==> src/design/bsr_pkg.sv <==
package bsr_pkg;

	localparam int REQUEST_LENGTH_DEF = 9;
	localparam int SERIES_CELLS_DEF   = 10;

	localparam int BYTE_W  = 8;
	localparam int ADC_W   = 10;
	localparam int ADC_BITS = ADC_W;
	localparam int CAP_W   = 16;
	localparam int LIM_W   = 7;
	localparam int CFG_IDX_W = 1;
	localparam int CFG_W   = 16;
	localparam int SMOOTH_W = 24;
	localparam int POS_W   = 4;
	localparam int IDX_W   = 6;
	localparam int SUM_W   = 16;
	localparam int PCT_W   = 7;
	localparam int DIV_NW  = 24;
	localparam int DIV_DW  = 16;

	localparam logic [CFG_IDX_W-1:0] CFG_PACK_CAPACITY   = 1'b0;
	localparam logic [CFG_IDX_W-1:0] CFG_SMOOTHING_LIMIT = 1'b1;

	localparam logic [CAP_W-1:0] PACK_CAPACITY_RST   = 16'd6600;
	localparam logic [LIM_W-1:0] SMOOTHING_LIMIT_RST = 7'd10;

	localparam logic [BYTE_W-1:0] HEADER_BYTE = 8'h55;
	localparam logic [BYTE_W-1:0] CMD_SERIAL  = 8'h10;
	localparam logic [BYTE_W-1:0] CMD_CYCLES  = 8'h1B;
	localparam logic [BYTE_W-1:0] CMD_DATE    = 8'h20;
	localparam logic [BYTE_W-1:0] CMD_STAT30  = 8'h30;
	localparam logic [BYTE_W-1:0] CMD_STAT31  = 8'h31;
	localparam logic [BYTE_W-1:0] CMD_PING    = 8'h3B;
	localparam logic [BYTE_W-1:0] CMD_CELLS   = 8'h40;
	localparam logic [BYTE_W-1:0] SUB_SHORT_SERIAL = 8'h10;
	localparam logic [BYTE_W-1:0] SERIAL_EXT_LEN   = 8'h14;

	localparam logic [12:0] VOLT_SCALE = 13'd5610;
	localparam logic [SUM_W-1:0] CRC_BASE = 16'hFFFF;
	localparam logic [PCT_W-1:0] PCT_DIV = 7'd100;
	localparam logic [PCT_W-1:0] PCT_FULL = 7'd100;

	localparam logic [15:0] BP_CELL [7] = '{16'd250, 16'd285, 16'd310, 16'd333,
		16'd348, 16'd402, 16'd415};
	localparam logic [PCT_W-1:0] BP_PCT [7] = '{7'd0, 7'd5, 7'd10, 7'd20, 7'd30,
		7'd90, 7'd100};

	localparam int TPL_DEPTH = 92;
	localparam logic [BYTE_W-1:0] TPL_ROM [TPL_DEPTH] = '{
		8'h55,8'hAA,8'h12,8'h25,8'h01,8'h10,8'h2A,8'h59,8'h41,8'h45,8'h42,8'h4C,
		8'h41,8'h4E,8'h20,8'h63,8'h3D,8'h3D,8'h33,8'h2A,8'h00,8'h02,
		8'h55,8'hAA,8'h06,8'h25,8'h01,8'h1B,8'h01,8'h00,8'h01,8'h00,
		8'h55,8'hAA,8'h08,8'h25,8'h01,8'h20,8'h87,8'h25,8'h00,8'h00,8'h00,8'h00,
		8'h55,8'hAA,8'h0E,8'h25,8'h01,8'h30,8'h01,8'h00,8'h00,8'h00,8'h00,8'h00,
		8'h10,8'h00,8'h00,8'h00,8'h2A,8'h2B,
		8'h55,8'hAA,8'h0C,8'h25,8'h01,8'h31,8'h00,8'h00,8'h00,8'h00,8'h10,8'h00,
		8'h00,8'h00,8'h2A,8'h2B,
		8'h55,8'hAA,8'h04,8'h25,8'h01,8'h3B,8'h62,8'h00,
		8'h55,8'hAA,8'h20,8'h25,8'h01,8'h40};

	typedef enum logic [2:0] {
		KIND_NONE, KIND_SERIAL, KIND_CYCLES, KIND_DATE,
		KIND_STAT30, KIND_STAT31, KIND_PING, KIND_CELLS
	} kind_t;

	typedef enum logic [1:0] {OP_VOLT, OP_AVG, OP_PCT, OP_REM} div_op_t;

	typedef enum logic [3:0] {
		S_IDLE, S_VOLT_GO, S_VOLT, S_AVG_GO, S_AVG, S_PCT_GO, S_PCT,
		S_REM_GO, S_REM, S_EMIT
	} state_t;

	typedef struct packed {
		logic    take;
		logic    div_start;
		logic    div_latch;
		div_op_t div_op;
		logic    frame_start;
		logic    emit;
	} ctrl_cmd_t;

	typedef struct packed {
		logic  req_final;
		kind_t kind;
		logic  div_done;
		logic  out_free;
		logic  emit_last;
	} dp_stat_t;

	function automatic kind_t cmd_kind(input logic [BYTE_W-1:0] c);
		case (c)
			CMD_SERIAL: cmd_kind = KIND_SERIAL;
			CMD_CYCLES: cmd_kind = KIND_CYCLES;
			CMD_DATE:   cmd_kind = KIND_DATE;
			CMD_STAT30: cmd_kind = KIND_STAT30;
			CMD_STAT31: cmd_kind = KIND_STAT31;
			CMD_PING:   cmd_kind = KIND_PING;
			CMD_CELLS:  cmd_kind = KIND_CELLS;
			default:    cmd_kind = KIND_NONE;
		endcase
	endfunction

	function automatic logic [6:0] tpl_base(input kind_t k);
		case (k)
			KIND_SERIAL: tpl_base = 7'd0;
			KIND_CYCLES: tpl_base = 7'd22;
			KIND_DATE:   tpl_base = 7'd32;
			KIND_STAT30: tpl_base = 7'd44;
			KIND_STAT31: tpl_base = 7'd62;
			KIND_PING:   tpl_base = 7'd78;
			KIND_CELLS:  tpl_base = 7'd86;
			default:     tpl_base = 7'd0;
		endcase
	endfunction

	function automatic logic [IDX_W-1:0] frame_len(input kind_t k, input logic ext);
		case (k)
			KIND_SERIAL: frame_len = ext ? 6'd24 : 6'd22;
			KIND_CYCLES: frame_len = 6'd10;
			KIND_DATE:   frame_len = 6'd12;
			KIND_STAT30: frame_len = 6'd18;
			KIND_STAT31: frame_len = 6'd16;
			KIND_PING:   frame_len = 6'd8;
			KIND_CELLS:  frame_len = 6'd36;
			default:     frame_len = 6'd0;
		endcase
	endfunction

endpackage

==> src/design/bsr_in_if.sv <==
interface bsr_in_if;
	logic                       valid;
	logic                       ready;
	logic [bsr_pkg::BYTE_W-1:0] rx_byte;
	logic [bsr_pkg::ADC_W-1:0]  adc_sample;

	modport source (output valid, output rx_byte, output adc_sample, input ready);
	modport sink (input valid, input rx_byte, input adc_sample, output ready);
endinterface

==> src/design/bsr_out_if.sv <==
interface bsr_out_if;
	logic                       valid;
	logic                       ready;
	logic [bsr_pkg::BYTE_W-1:0] tx_byte;
	logic                       last_byte;

	modport source (output valid, output tx_byte, output last_byte, input ready);
	modport sink (input valid, input tx_byte, input last_byte, output ready);
endinterface

==> src/design/bsr_div.sv <==
module bsr_div #(
	parameter int NW = bsr_pkg::DIV_NW,
	parameter int DW = bsr_pkg::DIV_DW
) (
	input  logic          clk,
	input  logic          arst_n,
	input  logic          start,
	input  logic [NW-1:0] dividend,
	input  logic [DW-1:0] divisor,
	output logic          done,
	output logic [NW-1:0] quotient
);
	localparam int CW = $clog2(NW + 1);

	logic          busy_q;
	logic          done_q;
	logic [CW-1:0] cnt_q;
	logic [NW-1:0] quo_q;
	logic [DW-1:0] rem_q;
	logic [DW-1:0] dvs_q;
	logic [DW:0]   trial;
	logic          fits;

	assign trial = {rem_q, quo_q[NW-1]};
	assign fits  = trial >= {1'b0, dvs_q};

	always_ff @(posedge clk or negedge arst_n) begin
		if (!arst_n) begin
			busy_q <= 1'b0;
			done_q <= 1'b0;
			cnt_q  <= '0;
		end else begin
			done_q <= 1'b0;
			if (start) begin
				busy_q <= 1'b1;
				cnt_q  <= CW'(NW);
			end else if (busy_q) begin
				cnt_q <= cnt_q - CW'(1);
				if (cnt_q == CW'(1)) begin
					busy_q <= 1'b0;
					done_q <= 1'b1;
				end
			end
		end
	end

	always_ff @(posedge clk) begin
		if (start) begin
			quo_q <= dividend;
			rem_q <= '0;
			dvs_q <= divisor;
		end else if (busy_q) begin
			quo_q <= {quo_q[NW-2:0], fits};
			rem_q <= fits ? DW'(trial - {1'b0, dvs_q}) : trial[DW-1:0];
		end
	end

	assign done     = done_q;
	assign quotient = quo_q;
endmodule

==> src/design/bsr_ctrl.sv <==
module bsr_ctrl (
	input  logic                clk,
	input  logic                arst_n,
	input  logic                in_valid,
	output logic                in_ready,
	input  bsr_pkg::dp_stat_t   stat,
	output bsr_pkg::ctrl_cmd_t  cmd
);
	bsr_pkg::state_t state_q, state_d;

	always_ff @(posedge clk or negedge arst_n) begin
		if (!arst_n) begin
			state_q <= bsr_pkg::S_IDLE;
		end else begin
			state_q <= state_d;
		end
	end

	always_comb begin
		state_d         = state_q;
		in_ready        = 1'b0;
		cmd.take        = 1'b0;
		cmd.div_start   = 1'b0;
		cmd.div_latch   = 1'b0;
		cmd.div_op      = bsr_pkg::OP_VOLT;
		cmd.frame_start = 1'b0;
		cmd.emit        = 1'b0;
		case (state_q)
			bsr_pkg::S_IDLE: begin
				in_ready = 1'b1;
				if (in_valid) begin
					cmd.take = 1'b1;
					if (stat.req_final) begin
						case (stat.kind)
							bsr_pkg::KIND_NONE: state_d = bsr_pkg::S_IDLE;
							bsr_pkg::KIND_STAT30, bsr_pkg::KIND_STAT31,
							bsr_pkg::KIND_CELLS: state_d = bsr_pkg::S_VOLT_GO;
							default: begin
								cmd.frame_start = 1'b1;
								state_d = bsr_pkg::S_EMIT;
							end
						endcase
					end
				end
			end
			bsr_pkg::S_VOLT_GO: begin
				cmd.div_start = 1'b1;
				state_d = bsr_pkg::S_VOLT;
			end
			bsr_pkg::S_VOLT: begin
				cmd.div_latch = stat.div_done;
				if (stat.div_done) begin
					if (stat.kind == bsr_pkg::KIND_CELLS) begin
						cmd.frame_start = 1'b1;
						state_d = bsr_pkg::S_EMIT;
					end else begin
						state_d = bsr_pkg::S_AVG_GO;
					end
				end
			end
			bsr_pkg::S_AVG_GO: begin
				cmd.div_op    = bsr_pkg::OP_AVG;
				cmd.div_start = 1'b1;
				state_d = bsr_pkg::S_AVG;
			end
			bsr_pkg::S_AVG: begin
				cmd.div_op    = bsr_pkg::OP_AVG;
				cmd.div_latch = stat.div_done;
				if (stat.div_done) state_d = bsr_pkg::S_PCT_GO;
			end
			bsr_pkg::S_PCT_GO: begin
				cmd.div_op    = bsr_pkg::OP_PCT;
				cmd.div_start = 1'b1;
				state_d = bsr_pkg::S_PCT;
			end
			bsr_pkg::S_PCT: begin
				cmd.div_op    = bsr_pkg::OP_PCT;
				cmd.div_latch = stat.div_done;
				if (stat.div_done) state_d = bsr_pkg::S_REM_GO;
			end
			bsr_pkg::S_REM_GO: begin
				cmd.div_op    = bsr_pkg::OP_REM;
				cmd.div_start = 1'b1;
				state_d = bsr_pkg::S_REM;
			end
			bsr_pkg::S_REM: begin
				cmd.div_op    = bsr_pkg::OP_REM;
				cmd.div_latch = stat.div_done;
				if (stat.div_done) begin
					cmd.frame_start = 1'b1;
					state_d = bsr_pkg::S_EMIT;
				end
			end
			bsr_pkg::S_EMIT: begin
				if (stat.out_free) begin
					cmd.emit = 1'b1;
					if (stat.emit_last) state_d = bsr_pkg::S_IDLE;
				end
			end
			default: state_d = bsr_pkg::S_IDLE;
		endcase
	end
endmodule

==> src/design/bsr_dp.sv <==
module bsr_dp #(
	parameter int REQUEST_LENGTH = bsr_pkg::REQUEST_LENGTH_DEF,
	parameter int SERIES_CELLS   = bsr_pkg::SERIES_CELLS_DEF
) (
	input  logic                            clk,
	input  logic                            arst_n,
	input  logic                            cfg_we,
	input  logic [bsr_pkg::CFG_IDX_W-1:0]   cfg_index,
	input  logic [bsr_pkg::CFG_W-1:0]       cfg_data,
	input  logic [bsr_pkg::BYTE_W-1:0]      rx_byte,
	input  logic [bsr_pkg::ADC_W-1:0]       adc_sample,
	input  logic                            out_ready,
	output logic                            out_valid,
	output logic [bsr_pkg::BYTE_W-1:0]      tx_byte,
	output logic                            last_byte,
	input  bsr_pkg::ctrl_cmd_t              cmd,
	output bsr_pkg::dp_stat_t               stat
);
	localparam int NW = bsr_pkg::DIV_NW;
	localparam int DW = bsr_pkg::DIV_DW;
	localparam logic [bsr_pkg::ADC_W-1:0] ADC_FULL =
		bsr_pkg::ADC_W'((1 << bsr_pkg::ADC_BITS) - 1);
	localparam int VOLT_NUM = int'(bsr_pkg::VOLT_SCALE) * 256;
	localparam logic [20:0] VOLT_QUO = 21'(VOLT_NUM / int'(ADC_FULL));
	localparam logic [9:0] VOLT_FRAC = 10'(VOLT_NUM % int'(ADC_FULL));
	localparam int RCP_SH = 30;
	localparam logic [20:0] VOLT_RCP = 21'(((longint'(1) << RCP_SH) +
		longint'(ADC_FULL) - 1) / longint'(ADC_FULL));
	localparam logic [23:0] PCT_RCP = 24'(((longint'(1) << RCP_SH) +
		longint'(bsr_pkg::PCT_DIV) - 1) / longint'(bsr_pkg::PCT_DIV));
	localparam logic [bsr_pkg::POS_W-1:0] POS_FINAL = bsr_pkg::POS_W'(REQUEST_LENGTH - 1);
	localparam logic [bsr_pkg::POS_W-1:0] POS_CMD = 4'd5;
	localparam logic [bsr_pkg::POS_W-1:0] POS_SUB = 4'd6;

	logic [bsr_pkg::CAP_W-1:0]    cap_q;
	logic [bsr_pkg::LIM_W-1:0]    lim_q;
	logic [bsr_pkg::POS_W-1:0]    pos_q;
	logic [bsr_pkg::BYTE_W-1:0]   command_q;
	logic [bsr_pkg::BYTE_W-1:0]   subcode_q;
	logic [bsr_pkg::SMOOTH_W-1:0] smooth_q;
	logic [bsr_pkg::LIM_W-1:0]    divsr_q;
	logic [bsr_pkg::ADC_W-1:0]    adc_q;
	logic [bsr_pkg::SMOOTH_W-1:0] vfx_q;
	logic [bsr_pkg::PCT_W-1:0]    pct_q;
	logic [15:0]                  rem_q;
	logic [bsr_pkg::IDX_W-1:0]    idx_q;
	logic [bsr_pkg::SUM_W-1:0]    sum_q;
	logic                         out_valid_q;
	logic [bsr_pkg::BYTE_W-1:0]   tx_q;
	logic                         last_q;
	logic [22:0]                  cprod_s1;
	logic [20:0]                  vbase_s1;
	logic                         cvld_s1;
	logic                         cvld_s2;
	logic [16:0]                  cquo_s2;

	bsr_pkg::kind_t             kind;
	logic                       ext;
	logic [bsr_pkg::IDX_W-1:0]  len;
	logic [bsr_pkg::ADC_W-1:0]  adc_m;
	logic [24:0]                diff;
	logic                       neg;
	logic [bsr_pkg::SMOOTH_W-1:0] mag;
	logic [bsr_pkg::LIM_W-1:0]  kdiv;
	logic [15:0]                vbat;
	logic [15:0]                raw;
	logic [15:0]                seg_lo;
	logic [15:0]                seg_span;
	logic [bsr_pkg::PCT_W-1:0]  seg_base;
	logic [bsr_pkg::PCT_W-1:0]  seg_step;
	logic                       seg_hit;
	logic                       pct_low;
	logic                       pct_high;
	logic [15:0]                lo_i;
	logic [15:0]                hi_i;
	logic [22:0]                pct_prod;
	logic [22:0]                cap_prod;
	logic                       const_op;
	logic                       div_go;
	logic [23:0]                crcp;
	logic [46:0]                cfull;
	logic [NW-1:0]              dividend;
	logic [DW-1:0]              divisor;
	logic                       div_done;
	logic [NW-1:0]              quotient;
	logic [6:0]                 rom_addr;
	logic [bsr_pkg::BYTE_W-1:0] fbyte;
	logic [bsr_pkg::BYTE_W-1:0] obyte;
	logic                       olast;
	logic [bsr_pkg::SUM_W-1:0]  crc;

	assign kind = bsr_pkg::cmd_kind(command_q);
	assign ext  = subcode_q != bsr_pkg::SUB_SHORT_SERIAL;
	assign len  = bsr_pkg::frame_len(kind, ext);

	assign adc_m = adc_q & ADC_FULL;
	assign diff  = {1'b0, smooth_q} - {1'b0, vfx_q};
	assign neg   = diff[24];
	assign mag   = neg ? 24'(-diff) : diff[23:0];
	assign kdiv  = (divsr_q == '0) ? 7'd1 : divsr_q;
	assign vbat  = smooth_q[23:8];
	assign raw   = vfx_q[23:8];

	always_comb begin
		seg_hit  = 1'b0;
		seg_lo   = '0;
		seg_span = 16'd1;
		seg_base = '0;
		seg_step = '0;
		lo_i     = '0;
		hi_i     = '0;
		for (int i = 0; i < 6; i++) begin
			lo_i = 16'(bsr_pkg::BP_CELL[i] * SERIES_CELLS);
			hi_i = 16'(bsr_pkg::BP_CELL[i+1] * SERIES_CELLS);
			if (!seg_hit && vbat > lo_i && vbat <= hi_i) begin
				seg_hit  = 1'b1;
				seg_lo   = lo_i;
				seg_span = hi_i - lo_i;
				seg_base = bsr_pkg::BP_PCT[i];
				seg_step = bsr_pkg::BP_PCT[i+1] - bsr_pkg::BP_PCT[i];
			end
		end
	end

	assign pct_low  = vbat <= 16'(bsr_pkg::BP_CELL[0] * SERIES_CELLS);
	assign pct_high = vbat > 16'(bsr_pkg::BP_CELL[6] * SERIES_CELLS);
	assign pct_prod = seg_step * (vbat - seg_lo);
	assign cap_prod = cap_q * pct_q;

	assign const_op = (cmd.div_op == bsr_pkg::OP_VOLT) || (cmd.div_op == bsr_pkg::OP_REM);
	assign div_go   = cmd.div_start && !const_op;
	assign crcp     = (cmd.div_op == bsr_pkg::OP_VOLT) ? {3'b0, VOLT_RCP} : PCT_RCP;
	assign cfull    = {24'b0, cprod_s1} * {23'b0, crcp};

	always_comb begin
		case (cmd.div_op)
			bsr_pkg::OP_AVG: begin
				dividend = mag;
				divisor  = {9'b0, kdiv};
			end
			bsr_pkg::OP_PCT: begin
				dividend = {1'b0, pct_prod};
				divisor  = seg_span;
			end
			default: begin
				dividend = '0;
				divisor  = {{(DW-1){1'b0}}, 1'b1};
			end
		endcase
	end

	bsr_div #(.NW(NW), .DW(DW)) u_div (
		.clk      (clk),
		.arst_n   (arst_n),
		.start    (div_go),
		.dividend (dividend),
		.divisor  (divisor),
		.done     (div_done),
		.quotient (quotient)
	);

	always_ff @(posedge clk or negedge arst_n) begin
		if (!arst_n) begin
			cap_q     <= bsr_pkg::PACK_CAPACITY_RST;
			lim_q     <= bsr_pkg::SMOOTHING_LIMIT_RST;
			pos_q     <= '0;
			command_q <= '0;
			subcode_q <= '0;
			smooth_q  <= '0;
			divsr_q   <= 7'd1;
			out_valid_q <= 1'b0;
			cvld_s1   <= 1'b0;
			cvld_s2   <= 1'b0;
		end else begin
			if (cfg_we) begin
				case (cfg_index)
					bsr_pkg::CFG_PACK_CAPACITY:   cap_q <= cfg_data;
					bsr_pkg::CFG_SMOOTHING_LIMIT: lim_q <= cfg_data[bsr_pkg::LIM_W-1:0];
					default: ;
				endcase
			end
			if (cmd.take) begin
				if (pos_q == '0) begin
					if (rx_byte == bsr_pkg::HEADER_BYTE) pos_q <= 4'd1;
				end else begin
					if (pos_q == POS_CMD) command_q <= rx_byte;
					if (pos_q == POS_SUB) subcode_q <= rx_byte;
					pos_q <= (pos_q == POS_FINAL) ? '0 : pos_q + 4'd1;
				end
			end
			if (cmd.div_latch && cmd.div_op == bsr_pkg::OP_AVG) begin
				smooth_q <= neg ? smooth_q + quotient : smooth_q - quotient;
				if (divsr_q < lim_q) divsr_q <= divsr_q + 7'd1;
			end
			if (cmd.emit) out_valid_q <= 1'b1;
			else if (out_ready) out_valid_q <= 1'b0;
			cvld_s1 <= cmd.div_start && const_op;
			cvld_s2 <= cvld_s1;
		end
	end

	assign rom_addr = bsr_pkg::tpl_base(kind) + {1'b0, idx_q};

	always_comb begin
		fbyte = (rom_addr < 7'(bsr_pkg::TPL_DEPTH)) ? bsr_pkg::TPL_ROM[rom_addr] : '0;
		case (kind)
			bsr_pkg::KIND_SERIAL: begin
				if (ext && idx_q == 6'd2) fbyte = bsr_pkg::SERIAL_EXT_LEN;
				if (idx_q == 6'd22) fbyte = cap_q[7:0];
				if (idx_q == 6'd23) fbyte = cap_q[15:8];
			end
			bsr_pkg::KIND_STAT30: begin
				if (idx_q == 6'd8)  fbyte = rem_q[7:0];
				if (idx_q == 6'd9)  fbyte = rem_q[15:8];
				if (idx_q == 6'd10) fbyte = {1'b0, pct_q};
				if (idx_q == 6'd14) fbyte = vbat[7:0];
				if (idx_q == 6'd15) fbyte = vbat[15:8];
			end
			bsr_pkg::KIND_STAT31: begin
				if (idx_q == 6'd6)  fbyte = rem_q[7:0];
				if (idx_q == 6'd7)  fbyte = rem_q[15:8];
				if (idx_q == 6'd8)  fbyte = {1'b0, pct_q};
				if (idx_q == 6'd12) fbyte = vbat[7:0];
				if (idx_q == 6'd13) fbyte = vbat[15:8];
			end
			bsr_pkg::KIND_CELLS: begin
				if (idx_q >= 6'd6) fbyte = idx_q[0] ? raw[15:8] : raw[7:0];
			end
			default: ;
		endcase
	end

	assign crc = bsr_pkg::CRC_BASE - sum_q;

	always_comb begin
		if (idx_q < len) begin
			obyte = fbyte;
			olast = 1'b0;
		end else if (idx_q == len) begin
			obyte = crc[7:0];
			olast = 1'b0;
		end else begin
			obyte = crc[15:8];
			olast = 1'b1;
		end
	end

	always_ff @(posedge clk) begin
		if (cmd.take) adc_q <= adc_sample;
		if (cmd.div_start && const_op) begin
			cprod_s1 <= (cmd.div_op == bsr_pkg::OP_VOLT) ?
				({13'b0, adc_m} * {13'b0, VOLT_FRAC}) : cap_prod;
			vbase_s1 <= {11'b0, adc_m} * VOLT_QUO;
		end
		if (cvld_s1) cquo_s2 <= cfull[RCP_SH+16:RCP_SH];
		if (cmd.div_latch) begin
			case (cmd.div_op)
				bsr_pkg::OP_VOLT: vfx_q <= {3'b0, vbase_s1} + {7'b0, cquo_s2};
				bsr_pkg::OP_PCT: begin
					if (pct_low) pct_q <= '0;
					else if (pct_high || !seg_hit) pct_q <= bsr_pkg::PCT_FULL;
					else pct_q <= seg_base + quotient[bsr_pkg::PCT_W-1:0];
				end
				bsr_pkg::OP_REM: rem_q <= cquo_s2[15:0];
				default: ;
			endcase
		end
		if (cmd.frame_start) begin
			idx_q <= '0;
			sum_q <= '0;
		end else if (cmd.emit) begin
			idx_q <= idx_q + 6'd1;
			if (idx_q >= 6'd2 && idx_q < len) sum_q <= sum_q + {8'b0, fbyte};
		end
		if (cmd.emit) begin
			tx_q   <= obyte;
			last_q <= olast;
		end
	end

	assign stat.req_final = (pos_q != '0) && (pos_q == POS_FINAL);
	assign stat.kind      = kind;
	assign stat.div_done  = const_op ? cvld_s2 : div_done;
	assign stat.out_free  = !out_valid_q || out_ready;
	assign stat.emit_last = idx_q == len + 6'd1;

	assign out_valid = out_valid_q;
	assign tx_byte   = tx_q;
	assign last_byte = last_q;
endmodule

==> src/design/battery_status_responder_core.sv <==
// channel  dir  payload                 request accepted when
// in_ch    in   rx_byte, adc_sample     valid && ready
// out_ch   out  tx_byte, last_byte      valid && ready
// cfg      in   cfg_index, cfg_data     cfg_we
//
// A request byte that does not end a request is taken while idle and only updates the parser.
// The final byte of a status request runs a voltage scaling step, two passes
// of the shared divider (average, percent) and a capacity step, in that order;
// a cell request runs the voltage step only.
// Response bytes then leave one per cycle while the output accepts them, len + 2 bytes.
// Reset is asynchronous and needs no sweep; a stalled output holds its byte.
module battery_status_responder_core #(
	parameter int REQUEST_LENGTH = bsr_pkg::REQUEST_LENGTH_DEF,
	parameter int SERIES_CELLS   = bsr_pkg::SERIES_CELLS_DEF
) (
	input  logic                          clk,
	input  logic                          arst_n,
	bsr_in_if.sink                        in_ch,
	bsr_out_if.source                     out_ch,
	input  logic                          cfg_we,
	input  logic [bsr_pkg::CFG_IDX_W-1:0] cfg_index,
	input  logic [bsr_pkg::CFG_W-1:0]     cfg_data
);
	bsr_pkg::ctrl_cmd_t cmd;
	bsr_pkg::dp_stat_t  stat;

	bsr_ctrl u_ctrl (
		.clk      (clk),
		.arst_n   (arst_n),
		.in_valid (in_ch.valid),
		.in_ready (in_ch.ready),
		.stat     (stat),
		.cmd      (cmd)
	);

	bsr_dp #(
		.REQUEST_LENGTH (REQUEST_LENGTH),
		.SERIES_CELLS   (SERIES_CELLS)
	) u_dp (
		.clk        (clk),
		.arst_n     (arst_n),
		.cfg_we     (cfg_we),
		.cfg_index  (cfg_index),
		.cfg_data   (cfg_data),
		.rx_byte    (in_ch.rx_byte),
		.adc_sample (in_ch.adc_sample),
		.out_ready  (out_ch.ready),
		.out_valid  (out_ch.valid),
		.tx_byte    (out_ch.tx_byte),
		.last_byte  (out_ch.last_byte),
		.cmd        (cmd),
		.stat       (stat)
	);
endmodule

==> src/flat_wrapper.sv <==
// flat-port wrapper written by rule: the top's interface ports become plain ports
module battery_status_responder_core_flat 
#(
	parameter int REQUEST_LENGTH = bsr_pkg::REQUEST_LENGTH_DEF,
	parameter int SERIES_CELLS   = bsr_pkg::SERIES_CELLS_DEF
)
  (clk, arst_n, cfg_we, cfg_index, cfg_data, in_ch_valid, in_ch_rx_byte, in_ch_adc_sample, in_ch_ready, out_ch_valid, out_ch_tx_byte, out_ch_last_byte, out_ch_ready);
  bsr_in_if in_ch_i ();
  bsr_out_if out_ch_i ();
  input  logic clk;
  input  logic arst_n;
  input  logic cfg_we;
  input  logic [bsr_pkg::CFG_IDX_W-1:0] cfg_index;
  input  logic [bsr_pkg::CFG_W-1:0] cfg_data;
  input wire logic [$bits(in_ch_i.valid)-1:0] in_ch_valid;
  input wire logic [$bits(in_ch_i.rx_byte)-1:0] in_ch_rx_byte;
  input wire logic [$bits(in_ch_i.adc_sample)-1:0] in_ch_adc_sample;
  output wire logic [$bits(in_ch_i.ready)-1:0] in_ch_ready;
  output wire logic [$bits(out_ch_i.valid)-1:0] out_ch_valid;
  output wire logic [$bits(out_ch_i.tx_byte)-1:0] out_ch_tx_byte;
  output wire logic [$bits(out_ch_i.last_byte)-1:0] out_ch_last_byte;
  input wire logic [$bits(out_ch_i.ready)-1:0] out_ch_ready;
  assign in_ch_i.valid = in_ch_valid;
  assign in_ch_i.rx_byte = in_ch_rx_byte;
  assign in_ch_i.adc_sample = in_ch_adc_sample;
  assign in_ch_ready = in_ch_i.ready;
  assign out_ch_valid = out_ch_i.valid;
  assign out_ch_tx_byte = out_ch_i.tx_byte;
  assign out_ch_last_byte = out_ch_i.last_byte;
  assign out_ch_i.ready = out_ch_ready;
  battery_status_responder_core #(.REQUEST_LENGTH(REQUEST_LENGTH), .SERIES_CELLS(SERIES_CELLS)) u_core (.clk(clk), .arst_n(arst_n), .in_ch(in_ch_i), .out_ch(out_ch_i), .cfg_we(cfg_we), .cfg_index(cfg_index), .cfg_data(cfg_data));
endmodule
==> config.mk <==
export PLATFORM = sky130hd
export DESIGN_NAME = battery_status_responder_core_flat
export DESIGN_NICKNAME = d
export VERILOG_FILES = /design/src/design/bsr_pkg.sv /design/src/design/bsr_in_if.sv /design/src/design/bsr_out_if.sv /design/src/design/bsr_div.sv /design/src/design/bsr_ctrl.sv /design/src/design/bsr_dp.sv /design/src/design/battery_status_responder_core.sv /design/src/flat_wrapper.sv
export SDC_FILE = /design/constraint.sdc
export NUM_CORES = 2
export LEC_CHECK = 0
export ABC_AREA = 1
export BUFFER_PORTS_ARGS = -buffer_cell sky130_fd_sc_hd__buf_2
export CAP_MARGIN = 25
export CORE_ASPECT_RATIO = 2
export CORE_MARGIN = 2
export CORE_UTILIZATION = 46
export DETAILED_ROUTE_END_ITERATION = 10
export GPL_ROUTABILITY_DRIVEN = 0
export GPL_TIMING_DRIVEN = 0
export SYNTH_ARGS = -nofsm -noshare
export SYNTH_HDL_FRONTEND = slang
export SYNTH_SLANG_ARGS = --single-unit
==> constraint.sdc <==
create_clock -name clk -period 12.36 [get_ports clk]
set_input_delay 1.236 -clock clk [delete_from_list [all_inputs] [get_ports clk]]
set_output_delay 1.236 -clock clk [all_outputs]
set_load 0.01 [all_outputs]
==> reports/qor.txt <==
Status: finished, violations left
Failing checks: design-rule violations
Chip height: 439 um
Most frequent cells in the layout: inv_1 (1158), nand2_1 (1115), ha_1 (599)
CTS Hold Bufs: 0
Layout Skew: 39.4 ps
DR WL/cell: 23.3 um
Hold Path Depth: 2
Worst Setup End Kind: flip-flop
Synth top area share: 20.5%
Mux cell area share after synthesis: 0.255%
Synth Area in Simple Gates: 19.0%
Transition time of the tightest slew-check pin: 1080 ps
Period utilization: 74.1%
Layout cells sized above 1: 4.71%
Largest family of logic cells by synthesized area: adder cells
RSZ-0062 raised after global routing: false
Synth Area in Compound Gates: 11.0%
# setup viols final: 0
Sequential area share after synthesis: 17.8%
Final Max Tran Viols: 0
Most common cell after layout, fill and taps aside: inv_1
Setup ws final: 3200 ps
RR Startpoint: u_core.u_dp.smooth_q[8]
H-tree Lvls: 1
Vias in the first global route: 40500
Max-Cap Viols: 0
I/O pins: 51
Clock slew at reported path FFs: 70 ps
Flop-to-flop setup slack: 3200 ps
Max_slew headroom: 27.2%
Synth Register Bits: 285
CTS Sinks: 285
Pre-CTS setup slack: 3380 ps
Port Buf Inserts: 50
CP dominant cell by count: nand2_1
Most used DFF post-synth: edfxtp_1
Setup bufs post-CTS: 0
Max Fclk: 0.109 GHz
Post-CTS Resized: 0
Longest Clk Path Bufs: 3
Core area: 93900 um2
Yosys top cell by area: fa_1
Post-synth ARST share: 30.9%
Post-Syn Area per Cell: 7.78 um2
CTS Buf Count: 31
Synth Area in XOR/XNOR: 2.95%
CTS tree: yes
Startpoint types: flip-flop
DR iter-0 viols: 2185
Setup TNS: 0 ps
Reg-to-reg endpoint: u_core.u_dp.u_div.quotient[21]
End point of the worst hold path: u_core.u_dp.sum_q[15]
Mapped Cells: 5606
Num rows: 159
Crit-path slowest cell: fa_1
GRT Overall Usage: 33.5%
Crit Path Category: reg -> reg
DP Wirelength: 137000 um
Count of cell types in the netlist: 79
Synth Area in Adders: 37.7%
Grt ovf: 0
Largest net degree at the start of global routing: 57
First-pass GRT wire length: 240000 um
Synth-to-Final Area Change: 7.03%
ANT nets after route: 0
Ys Warns: 0
Die Wd: 222 um
Post-synth EDFFs: 159
TritonRoute pass-1 iters: 11
Crit path time final: 9160 ps
Critical Path Fanout Max: 8
Top post-synthesis cells by area: fa_1 (21%), ha_1 (17%), edfxtp_1 (11%)
Mapped Area: 43600 um2
Nets: 6798
Hold_sp: u_core.u_dp.sum_q[15]
Endpoints failing hold: 0
Worst path max stage delay: 520 ps
Vias/cell: 5.56
Clk Latency, worst-skew pair: 640 ps
Residual DRC count: 15
CP arrival: 9550 ps
Vias: 38600
Root Buffer: clkbuf_16
CP required: 12760 ps
Starting Density: 46.4%
Final WL: 162000 um
Hold Path Class: reg -> reg
Worst Reg-to-Reg Cells: 39
DIE AREA: 97400 um2
Initial antenna violation count: 4
-- cell families after synthesis --
family          Yosys count
compound gates          869
xor+xnor                147
fa+ha+maj              1046
buf+inv                1295
flops                   285
mux                      10
other cells               2
simple gates           1952
-- critical path, delay by kind of cell (launching register included) --
family                   cells  cell delay (ps)
flip-flops                   1              490
AND/OR/NAND/NOR             12             1580
XOR/XNOR                     1              510
AO/OA/AOI/OAI               11             2090
buffers and inverters        8             1450
adder cells (fa/ha/maj)      7             2790
-- cells in the mapped netlist, types with 21 or more instances --
library cell,n
o21ai_0,321
ha_1,599
xnor2_1,42
edfxtp_1,159
a21oi_1,360
fa_1,447
inv_2,25
nand4_1,65
o21ai_1,25
nor3_1,62
xor2_1,105
nand3_1,226
dfrtp_1,79
nor2_1,371
a31oi_1,22
buf_2,21
inv_1,1158
dfxtp_1,38
nand2_1,1115
clkbuf_1,72
-- area by class of cell --
| class | instances | area, um2 |
|---|---|---|
| diodes | 7 | 17.5 |
| plain buffers | 105 | 452 |
| clock buffers | 35 | 801 |
| clock inverters | 22 | 300 |
| fillers | 9386 | 47200 |
| inverters | 1190 | 4470 |
| multi-input cells | 4039 | 31000 |
| flip-flops and latches | 285 | 7750 |
| well taps | 1207 | 1510 |
| repair buffers | 60 | 378 |
-- through the flow --
step | utilization [%] | instance area (um2) | instances | hold slack (ps)
floorplan | - | 43600 | 5619 | 431
global placement | 48.4 | 45400 | 6876 | 459
detailed placement | 48.5 | 45500 | 6883 | 465
CTS | 49.6 | 46600 | 6940 | 477
global route | 49.7 | 46600 | 6943 | 506
finish | 49.7 | 46700 | 6950 | 474
-- per-layer routing --
| layer | track usage, % | part of all wire, % | vias up |
|---|---|---|---|
| met2 | 62.6 | 52 | 1418 |
| met3 | 5.79 | 5.3 | 734 |
| met4 | 38.6 | 14 | 2 |
| met1 | 27.6 | 29 | 18300 |
| li1 | - | - | 18100 |
| met5 | 0 | 0.0086 | - |
-- sequential cells by signal (all words and copies together) (netlist names), 16 cells and up --
register and cells:
u_core.u_dp.u_div.quotient 24, u_core.u_dp.cprod_s1 23, u_core.u_dp.vbase_s1 21, u_core.u_dp.cap_q 16, u_core.u_dp.smooth_q 24, u_core.u_dp.u_div.rem_q 16
u_core.u_dp.vfx_q 22, u_core.u_dp.rem_q 16, u_core.u_dp.cquo_s2 17, u_core.u_dp.sum_q 16
-- worst max-delay path by stage --
stage                                        start                             end  slack (ps)
after floorplan           u_core.u_ctrl.state_q[0]         u_core.u_dp.cquo_s2[12]        5030
after global placement    u_core.u_ctrl.state_q[0]          u_core.u_dp.cquo_s2[4]        3280
after detailed placement  u_core.u_ctrl.state_q[0]          u_core.u_dp.cquo_s2[4]        3380
after CTS                 u_core.u_ctrl.state_q[0]          u_core.u_dp.cquo_s2[4]        3310
after global routing       u_core.u_dp.smooth_q[8]  u_core.u_dp.u_div.quotient[21]        2690
final                      u_core.u_dp.smooth_q[8]  u_core.u_dp.u_div.quotient[21]        3200
Power is left out: the tool's default activity adds up to more than one toggle a clock period on the data nets, which glitch-free logic cannot reach.
